$ cat config.mk
export PLATFORM = sky130hd
export DESIGN_NAME = tgfr_front
export DESIGN_NICKNAME = d
export VERILOG_FILES = /design/src/tgfr_pkg.sv /design/src/tgfr_front.sv
export SDC_FILE = /design/constraint.sdc
export NUM_CORES = 1
export LEC_CHECK = 0
export BUFFER_PORTS_ARGS = -buffer_cell sky130_fd_sc_hd__buf_2
export CORE_UTILIZATION = 45
export CTS_BUF_LIST = sky130_fd_sc_hd__clkbuf_2 sky130_fd_sc_hd__clkbuf_4 sky130_fd_sc_hd__clkbuf_8
export CTS_CLUSTER_SIZE = 30
export DETAILED_ROUTE_END_ITERATION = 10
export PLACE_DENSITY = 0.7
export REMOVE_ABC_BUFFERS = 1
export SYNTH_ARGS = -nofsm -noshare
export SYNTH_HDL_FRONTEND = slang
export SYNTH_SLANG_ARGS = --single-unit
$ cat constraint.sdc
create_clock -name clk -period 5.05 [get_ports clk]
set_clock_uncertainty 0.2 [all_clocks]
set_input_delay 0 -clock clk [delete_from_list [all_inputs] [get_ports clk]]
set_output_delay 0 -clock clk [all_outputs]
set_load 0.02 [all_outputs]
$ cat src/tgfr_pkg.sv
`default_nettype none
// ----------------------------------------------------------------------------
// tgfr_pkg
// Shared types and constants for the tiled grid flip and rotate block.
// ----------------------------------------------------------------------------
package tgfr_pkg;

    localparam int MAX_LOG_SIDE = 6;
    localparam int VALUE_BITS   = 32;
    localparam int POS_BITS     = MAX_LOG_SIDE;
    localparam int CELL_BITS    = 2 * MAX_LOG_SIDE;
    localparam int ADDR_BITS    = CELL_BITS + 1;
    localparam int LOG_BITS     = 3;

    localparam logic [1:0] CMD_WRITE = 2'd0;
    localparam logic [1:0] CMD_APPLY = 2'd1;
    localparam logic [1:0] CMD_READ  = 2'd2;

    localparam logic [1:0] ST_OK      = 2'd0;
    localparam logic [1:0] ST_BAD_OP  = 2'd1;
    localparam logic [1:0] ST_BAD_LVL = 2'd2;
    localparam logic [1:0] ST_OUTSIDE = 2'd3;

    typedef enum logic [1:0] {
        JOB_WRITE,
        JOB_READ,
        JOB_APPLY,
        JOB_REPLY
    } job_kind_t;

    typedef struct packed {
        job_kind_t               kind;
        logic [POS_BITS-1:0]     row;
        logic [POS_BITS-1:0]     col;
        logic [VALUE_BITS-1:0]   value;
        logic [3:0]              op_code;
        logic [LOG_BITS-1:0]     level;
        logic [LOG_BITS-1:0]     lg;
        logic [1:0]              status;
    } job_t;

    typedef enum logic [1:0] {
        BK_IDLE,
        BK_COPY,
        BK_WAIT,
        BK_OUT
    } back_state_t;

endpackage
`default_nettype wire

$ cat src/tgfr_front.sv
`default_nettype none
// ----------------------------------------------------------------------------
// tgfr_front
// Accepts requests, checks them against the side in use and queues jobs.
// ----------------------------------------------------------------------------
module tgfr_front (
    input  wire logic                         clk,
    input  wire logic                         rst_n,
    input  wire logic                         in_valid,
    output logic                              in_ready,
    input  wire logic [1:0]                   cmd,
    input  wire logic [tgfr_pkg::POS_BITS-1:0] row,
    input  wire logic [tgfr_pkg::POS_BITS-1:0] col,
    input  wire logic [tgfr_pkg::VALUE_BITS-1:0] cell_value,
    input  wire logic [3:0]                   op_code,
    input  wire logic [2:0]                   level,
    input  wire logic [2:0]                   log_side,
    output logic                              job_valid,
    input  wire logic                         job_ready,
    output tgfr_pkg::job_t                    job
);
    import tgfr_pkg::*;

    job_t       q_reg [2];
    logic [1:0] cnt_reg, cnt_next;
    logic       wp_reg, rp_reg;
    job_t       j;
    logic [LOG_BITS-1:0] lg;
    logic       outside;
    logic       push, pop;

    always_comb
    begin
        lg = (log_side > LOG_BITS'(MAX_LOG_SIDE)) ? LOG_BITS'(MAX_LOG_SIDE) : log_side;
        outside = ((row >> lg) != '0) || ((col >> lg) != '0);
        j.row = row;
        j.col = col;
        j.value = cell_value;
        j.op_code = op_code;
        j.level = level;
        j.lg = lg;
        j.status = ST_OK;
        j.kind = JOB_REPLY;
        case (cmd)
            CMD_WRITE, CMD_READ:
            begin
                if (outside)
                    j.status = ST_OUTSIDE;
                else
                    j.kind = (cmd == CMD_WRITE) ? JOB_WRITE : JOB_READ;
            end
            CMD_APPLY:
            begin
                if (op_code < 4'd1 || op_code > 4'd8)
                    j.status = ST_BAD_OP;
                else if (level > lg)
                    j.status = ST_BAD_LVL;
                else
                    j.kind = JOB_APPLY;
            end
            default: j.status = ST_BAD_OP;
        endcase
    end

    assign in_ready  = (cnt_reg != 2'd2);
    assign job_valid = (cnt_reg != 2'd0);
    assign job       = q_reg[rp_reg];
    assign push      = in_valid && in_ready;
    assign pop       = job_valid && job_ready;

    always_comb
    begin
        cnt_next = cnt_reg + {1'b0, push} - {1'b0, pop};
    end

    always_ff @(posedge clk or negedge rst_n)
    begin
        if (!rst_n)
        begin
            cnt_reg <= 2'd0;
            wp_reg  <= 1'b0;
            rp_reg  <= 1'b0;
        end
        else
        begin
            cnt_reg <= cnt_next;
            if (push)
                wp_reg <= ~wp_reg;
            if (pop)
                rp_reg <= ~rp_reg;
        end
    end

    always_ff @(posedge clk)
    begin
        if (push)
            q_reg[wp_reg] <= j;
    end

endmodule
`default_nettype wire

* Word-level counts from Yosys, hierarchy flattened
Memories as Yosys holds them, arrays and structs flattened.
Cells that the tools add are included.
** Storage, ports and cells
- Register bits after elaboration :: 4
- Memory bits (writable) :: 116
- Input bits :: 60
- Output and inout port bits :: 60
- Word-level logic and storage cells :: 38
- Memories kept :: 1
** Operators by class
- Add/sub/neg operators :: 2
- $lt $le $gt $ge :: 4
- Equality and inequality tests :: 3
- Shift operators :: 2
- Mux-type cells :: 12
- Bitwise logic cells :: 2
- Reduce and logical (&&, ||, !) cells :: 9
** Memory list
- q_reg :: words 2, width 58, read ports 1, clocked after memory_dff 0, write ports 1, line tgfr_front.sv:24 : job_t q_reg [2];
** Operator list (count)
- 6-bit nonzero test :: 2
- 6-bit by 3-bit right shift with 6-bit output :: 2
- 2-bit two-way mux :: 4
- 2-bit case mux with 2 select lines :: 2
- 1-bit two-way mux :: 5
- 4-bit > comparator (second input constant) :: 1
- 4-bit by 1-bit < comparator with 1-bit output (second input constant) :: 1
- 3-bit > comparator :: 1
- 3-bit > comparator (second input constant) :: 1
- 3-bit two-way mux :: 1
- 2-bit by 1-bit adder with 2-bit output :: 1
- 2-bit by 1-bit == test with 1-bit output (second input constant) :: 1
- 2-bit == test (second input constant) :: 1
- 1-bit logical AND :: 2
- 2-bit zero test :: 1
- 1-bit logical OR :: 2
- 2-bit inequality test (second input constant) :: 1
- 1-bit inverter :: 2
- 2-bit nonzero test :: 1
- 2-bit OR reduction :: 1
- 2-bit by 1-bit subtractor with 2-bit output :: 1

* Logic depth before layout (Yosys ltp)
Gate-level depths: netlist of the first run.
- Word-level depth :: 7
- Gate-level depth with buffers :: 7
- Gate-level depth less buffers :: 7

* Worst setup path before layout of the first run
OpenSTA, ideal clock, no wires.
- Kind :: register to register
- Start point :: register cnt_reg[1]
- End point :: memory q_reg[0][0] (netlist bit), enable pin
- Setup time :: 0.474 ns
- Arrival :: 3.187 ns
- Required time :: 4.376 ns
- Path slack :: 1.189 ns
- Cell stages (with the launch flop) :: 4
- Path buffers :: 0
- Clock period less this slack :: 3.861 ns
- Path through :: dfrtp_1 -> nand2b_1 -> nand2_1 -> nor2_1
** Between the ends
- Cells in the longest elaborated chain, start to end :: 4
** RTL lines
- start: declaration :: line tgfr_front.sv:25 : logic [1:0] cnt_reg, cnt_next;
- start signal: assignment :: line tgfr_front.sv:86 : cnt_reg <= cnt_next;
- 2-bit inequality test :: line tgfr_front.sv:65 : assign in_ready = (cnt_reg != 2'd2);
- net in_ready :: line tgfr_front.sv:10 : output logic in_ready,
- 1-bit logical AND :: line tgfr_front.sv:68 : assign push = in_valid && in_ready;
- 1-bit two-way mux :: line tgfr_front.sv:96 : if (push)
- 1-bit two-way mux (implied by the code) :: line tgfr_front.sv:97 : q_reg[wp_reg] <= j;
- end: declaration :: line tgfr_front.sv:24
The timed path passes the listed nets, and every way through them passes these cells.

==> results.sh, run 1 <==
export IMPL_outcome="finished clean"
export IMPL_slew_headroom_pct=46.95
export IMPL_path_cells="buf_4, mux2_2, buf_2"
export IMPL_slowest_stage="dfrtp_2"
export IMPL_fillers=746
export IMPL_cpPeakStageDelay_ns=0.70
export IMPL_ys_types=29
export IMPL_crit_buf_inv=2
export IMPL_use_met3_pct=6.508
export IMPL_grt_pass1_wl_mm=12.64
export IMPL_coreArea_um2=9819
export IMPL_ant_nets=0
export IMPL_post_cts_buffers=0
export IMPL_path_clk_slew_ns=0.07
export IMPL_synthesis_area_per_instance_um2=19.98
export IMPL_synth_edf_count=116
export IMPL_drcViolationCount=0
export IMPL_irDropWorstVdd_v=0.0002502
export IMPL_slew_viol_final=0
export IMPL_hold_path_class="in -> reg"
export IMPL_crit_required_ns=4.85
export IMPL_synth_warnings=0
export IMPL_multi_input_area_um2=940.9
export IMPL_drt_total_wl_mm=8.621
export IMPL_drt_iter0_drc=50
export IMPL_pin_count=120
export IMPL_rsz0062_at_grt="no"
export IMPL_antenna_found_initial=0
export IMPL_io_buffers=119
export IMPL_cts_buffers=17
export IMPL_netlist_area_um2=4576
export IMPL_hold_violations=0
export IMPL_crit_arrival_ns=2.26
export IMPL_startpoint_type="register"
export IMPL_synth_main_ff_cell="edfxtp_1"
export IMPL_areaGrowthSynthToFinish_pct=38.50
export IMPL_grt_max_degree=59
export IMPL_largest_register_ffs=116
export IMPL_drv_cap=0
export IMPL_clock_sinks=120
export IMPL_die_area_um2=10580
export IMPL_busiest_layer="met2"
export IMPL_seq_area_frac_synth_pct=78.32
export IMPL_drt_pass1_iterations=4
export IMPL_netlist_instances=229
export IMPL_grt_pass1_vias=2710
export IMPL_power_per_cell_area_nw_per_um2=542.8
export IMPL_fin_crit_ns=2.459
export IMPL_grtUsageMet2_pct=30.00
export IMPL_async_flop_share_pct=3.333
export IMPL_start_util_pct=46.60
export IMPL_nets=485
export IMPL_fmax_mhz=406.6
export IMPL_clockRootBuffer="clkbuf_8"
export IMPL_n_antenna_cell=0
export IMPL_clk_insertion_delay_late_ns=0.42
export IMPL_seq_area_um2=3585
export IMPL_tritoncts="done"
export IMPL_crit_path_max_fanout=37
export IMPL_routed_via_density=4.739
export IMPL_hold_ws_ns=0.1040
export IMPL_grt_usage_pct=16.87
export IMPL_min_period_over_period_pct=48.70
export IMPL_rows=36
export IMPL_setup_viol=0
export IMPL_critPathKind="reg -> out"
export IMPL_worstMarginPinSlew_ns=0.7957
export IMPL_htreeDepth=4
export IMPL_grt_overflow_total=0
export IMPL_die_h_um=102.8
export IMPL_met1_usage_pct=17.86
export IMPL_crit_family="flip-flops"
export IMPL_layout_drive_gt1_share_pct=49.08
export IMPL_hpwlAfterDp_mm=5.146
export IMPL_synth_seq_cells=120
export IMPL_tns_ns=0
export IMPL_vias=2687
export IMPL_place_gp_congestion=0.7283
export IMPL_die_x_um=102.8
export IMPL_cts_max_path_buffers=2
export IMPL_cp_end_kind="output pin"
export IMPL_leakagePower_nw=2.421
export IMPL_avgRoutedWirePerCell_um=15.20
path summary, 6_finish.rpt:
| kind | start | endpoint | slack [ns] | depth (start not counted) |
|---|---|---|---|---|
| worst max-delay path | rp_reg | job[55] | 2.59 | 3 |
| worst min-delay path | cell_value[21] | q_reg[0][33] | 0.10 | 2 |
| worst max register to register | cnt_reg[1] | q_reg[1][2] | 2.88 | 3 |
| worst min register to register | cnt_reg[1] | cnt_reg[1] | 0.31 | 1 |
| max in group asynchronous | rst_n | rp_reg | 4.16 | 3 |
| min in group asynchronous | rst_n | cnt_reg[0] | 0.28 | 3 |
placed cells by master (no fill, tap or decap), types with 2 or more instances in the layout:
| master | synthesis | layout |
|---|---|---|
| clkbuf_4 | 0 | 2 |
| mux2_2 | 58 | 58 |
| buf_4 | 0 | 3 |
| o21ai_0 | 2 | 2 |
| dlygate4sd3_1 | 0 | 60 |
| nor2_1 | 5 | 4 |
| xnor2_1 | 3 | 3 |
| clkinv_1 | 0 | 5 |
| dfrtp_1 | 4 | 3 |
| xor2_1 | 2 | 2 |
| bufinv_16 | 0 | 4 |
| inv_1 | 5 | 5 |
| buf_2 | 6 | 119 |
| clkbuf_8 | 0 | 17 |
| clkinv_2 | 0 | 4 |
| nand2b_1 | 3 | 3 |
| a22o_1 | 2 | 2 |
| edfxtp_1 | 116 | 116 |
| ha_1 | 4 | 4 |
through the flow:
stage / cell area (um^2) / util, % / std cells / worst slack, ns / total power, W
6_report: 6337 / 64.54 / 567 / 2.591 / 0.003440
5_1_grt: 6337 / 64.54 / 567 / 2.453 / 0.003602
4_1_cts: 6337 / 64.54 / 567 / 2.529 / 0.003482
3_5_place_dp: 5329 / 54.27 / 475 / 2.857 / 0.002556
3_3_place_gp: 5329 / 54.27 / 475 / 2.902 / 0.002534
2_1_floorplan: 4534 / - / 220 / 1.189 / 0.002201
report_power, final:
part / switching (W) / internal (W)
sequential: 0.0000872 / 0.00136
clock: 0.000347 / 0.000536
combinational: 0.000650 / 0.000456
worst register-to-register path, cell delays in order, from the launching register on:
cell      delay, ns
dfrtp_1        0.40
nand2b_1       0.12
and3_2         0.51
buf_4          0.55
timing repair:
item,4_1_cts,5_1_grt
resized for setup,0,0
endpoints found under the hold margin,122,0
hold buffers,60,0
Yosys cell counts (2+ instances only):
| cell | count | share of area (%) |
|---|---|---|
| mux2_2 | 58 | 14 |
| dfrtp_1 | 4 | 2.2 |
| xor2_1 | 2 | 0.38 |
| ha_1 | 4 | 1.1 |
| nor2_1 | 5 | 0.41 |
| buf_2 | 6 | 0.66 |
| edfxtp_1 | 116 | 76 |
| clkbuf_1 | 3 | 0.25 |
| o21ai_0 | 2 | 0.22 |
| a22o_1 | 2 | 0.38 |
| nand2b_1 | 3 | 0.41 |
| inv_1 | 5 | 0.41 |
| xnor2_1 | 3 | 0.57 |
cell families after synthesis:
group / after synthesis / synth area share [%]
AOI/OAI and AO/OA: 11 / 1.914
and+or+nand+nor: 16 / 1.914
xor gates and xnor gates: 5 / 0.9572
DFF: 120 / 78.32
muxes: 58 / 14.27
buffers and inverters: 14 / 1.313
adders and majority gates: 5 / 1.313
routing by layer:
metal  up-vias  part of all wire (%)
met5         -                     0
met4         0                  0.92
met3         7                   5.2
met2        82                    52
met1      1318                    42
li1       1280                     -
area by class of cell:
type | count | share of cell area, %
sequential | 120 | 56.56
clock inverter | 13 | 2.507
multi-input combinational | 95 | 14.85
inverter | 5 | 0.2961
tap | 133 | 2.626
timing repair buffer | 182 | 19.23
clock buffer | 19 | 3.929
Note: power is estimated with default switching activity, not from simulation.
==> run 2: changes to the inputs <==
clock period = 2.35 ns   (was 5.05 ns; I/O delays follow)
==> run 2 against run 1 <==
Combinational power rose by 120%. Total power rose by 110%. Final cell count rose by 0.53%. Count of clock-buffer cells in the layout rose by 9. Global-route usage rose by 0.23 points. First-iteration DRC count rose by 16%. Highest routed layer unchanged. Clock power rose by 99%. Die area did not move. Critical endpoint is now q_reg[1][0]. Via count fell by 0.22%. Critical path depth rose by 4. Register-to-register slack got worse by 2.6 ns.
==> results.sh, run 2 (synthesis results as in run 1) <==
export IMPL_outcome="finished clean"
export IMPL_min_period_over_period_pct=95.28
export IMPL_irDropWorstVdd_v=0.0008767
export IMPL_start_util_pct=46.60
export IMPL_hpwlAfterDp_mm=4.973
export IMPL_largest_register_ffs=116
export IMPL_drt_pass1_iterations=4
export IMPL_die_area_um2=10580
export IMPL_n_antenna_cell=0
export IMPL_post_cts_buffers=0
export IMPL_min_path_cells=2
export IMPL_grt_overflow_total=0
export IMPL_nets=488
export IMPL_ant_nets=0
export IMPL_pin_count=120
export IMPL_routed_via_density=4.704
export IMPL_final_common_cell="buf_2"
export IMPL_total_power_w=0.007295
export IMPL_clock_sinks=120
export IMPL_leakagePower_nw=2.438
export IMPL_place_gp_congestion=0.6989
export IMPL_final_cell_mix="119 x buf_2, 116 x edfxtp_1, 61 x dlygate4sd3_1"
export IMPL_avgRoutedWirePerCell_um=15.08
export IMPL_crit_path_max_fanout=4
export IMPL_rr_endpoint="cnt_reg[1]"
export IMPL_r2r_start="cnt_reg[1]"
export IMPL_power_per_cell_area_nw_per_um2=1147
export IMPL_grt_max_degree=59
export IMPL_utilization_pct=64.77
export IMPL_hold_violations=0
export IMPL_io_buffers=119
export IMPL_post_route_cell_area_um2=6360
export IMPL_die_h_um=102.8
export IMPL_fin_crit_ns=2.239
export IMPL_cp_end_kind="register"
export IMPL_holdCritStartpoint="cell_value[7]"
export IMPL_cts_resized=0
export IMPL_rows=36
export IMPL_hold_ws_ns=0.1066
export IMPL_cts_max_path_buffers=2
export IMPL_hold_path_class="in -> reg"
export IMPL_placed_area_um2=5356
export IMPL_drv_cap=0
export IMPL_startpoint_type="primary input"
export IMPL_setup_viol=0
export IMPL_drcViolationCount=0
export IMPL_antenna_found_initial=0
export IMPL_coreArea_um2=9819
export IMPL_htreeDepth=4
export IMPL_drt_total_wl_mm=8.595
export IMPL_layout_drive_gt1_share_pct=50.34
export IMPL_crit_arrival_ns=2.19
export IMPL_clk_insertion_delay_late_ns=0.41
export IMPL_tritoncts="done"
export IMPL_cts_hold_buffers=61
export IMPL_areaGrowthSynthToFinish_pct=38.99
export IMPL_slew_viol_final=0
export IMPL_worstMarginPinSlew_ns=0.5090
export IMPL_clockRootBuffer="clkbuf_8"
export IMPL_cts_buffers=17
export IMPL_holdPathEnd="q_reg[1][19]"
export IMPL_grt_usage_pct=17.10
export IMPL_crit_required_ns=2.30
export IMPL_critPathKind="in -> reg"
export IMPL_rsz0062_at_grt="no"
export IMPL_slew_headroom_pct=66.07
export IMPL_ff2ff_path_depth=7
export IMPL_die_x_um=102.8
export IMPL_path_clk_slew_ns=0.07
export IMPL_fmax_mhz=446.6
export IMPL_drt_iter0_drc=58
export IMPL_vias=2681
export IMPL_grt_pass1_vias=2766
export IMPL_regToRegSetupSlack_ns=0.30
export IMPL_grt_pass1_wl_mm=12.84
## run 2: worst max path at each step
stage                           start          end  slack (ns)  depth (start not counted)
after CTS                      row[2]  q_reg[0][0]        0.13                          7
after global placement    log_side[2]  q_reg[0][1]        0.39                          8
after floorplan            cnt_reg[1]  q_reg[0][0]       -1.51                          3
after global routing           row[1]  q_reg[0][0]        0.06                          7
final                          row[2]  q_reg[1][0]        0.11                          7
after detailed placement  log_side[2]  q_reg[1][1]        0.35                          8
## run 2: area by class of cell
cell class	instances	area (um^2)
clock buffers	28	347.8
multi-input cells	95	940.9
clock inverters	4	45.04
flip-flops and latches	120	3585
repair buffers	185	1256
inverters	5	18.77
fillers	735	3460
well taps	133	166.4
## run 2: worst max-delay path, stage by stage
cell	delay, ns
dlygate4sd3_1	0.54
buf_2	0.15
nor4_1	0.38
o21ai_0	0.13
a22o_1	0.24
o21a_1	0.19
dlygate4sd3_1	0.57
## run 2: layer usage
metal | vias up | part of all wire, % | GRT usage, %
met4 | 0 | 0.99 | 7.151
li1 | 1286 | - | -
met2 | 85 | 52 | 30.41
met1 | 1301 | 41 | 18.38
met5 | - | 0 | 0
met3 | 9 | 5.7 | 6.237
## run 2: power breakdown
group	switching (W)	total [W]	internal [W]
clock	0.000716	0.00176	0.00104
combinational	0.00148	0.00249	0.00101
sequential	0.000114	0.00304	0.00293
## run 2: metrics by stage
| stage | setup TNS [ns] | setup WS, ns | instances |
|---|---|---|---|
| 2_1_floorplan | -107.24 | -1.511 | 220 |
| 3_3_place_gp | 0 | 0.3879 | 477 |
| 3_5_place_dp | 0 | 0.3474 | 477 |
| 4_1_cts | 0 | 0.1349 | 570 |
| 5_1_grt | 0 | 0.06016 | 570 |
| 6_report | 0 | 0.1109 | 570 |
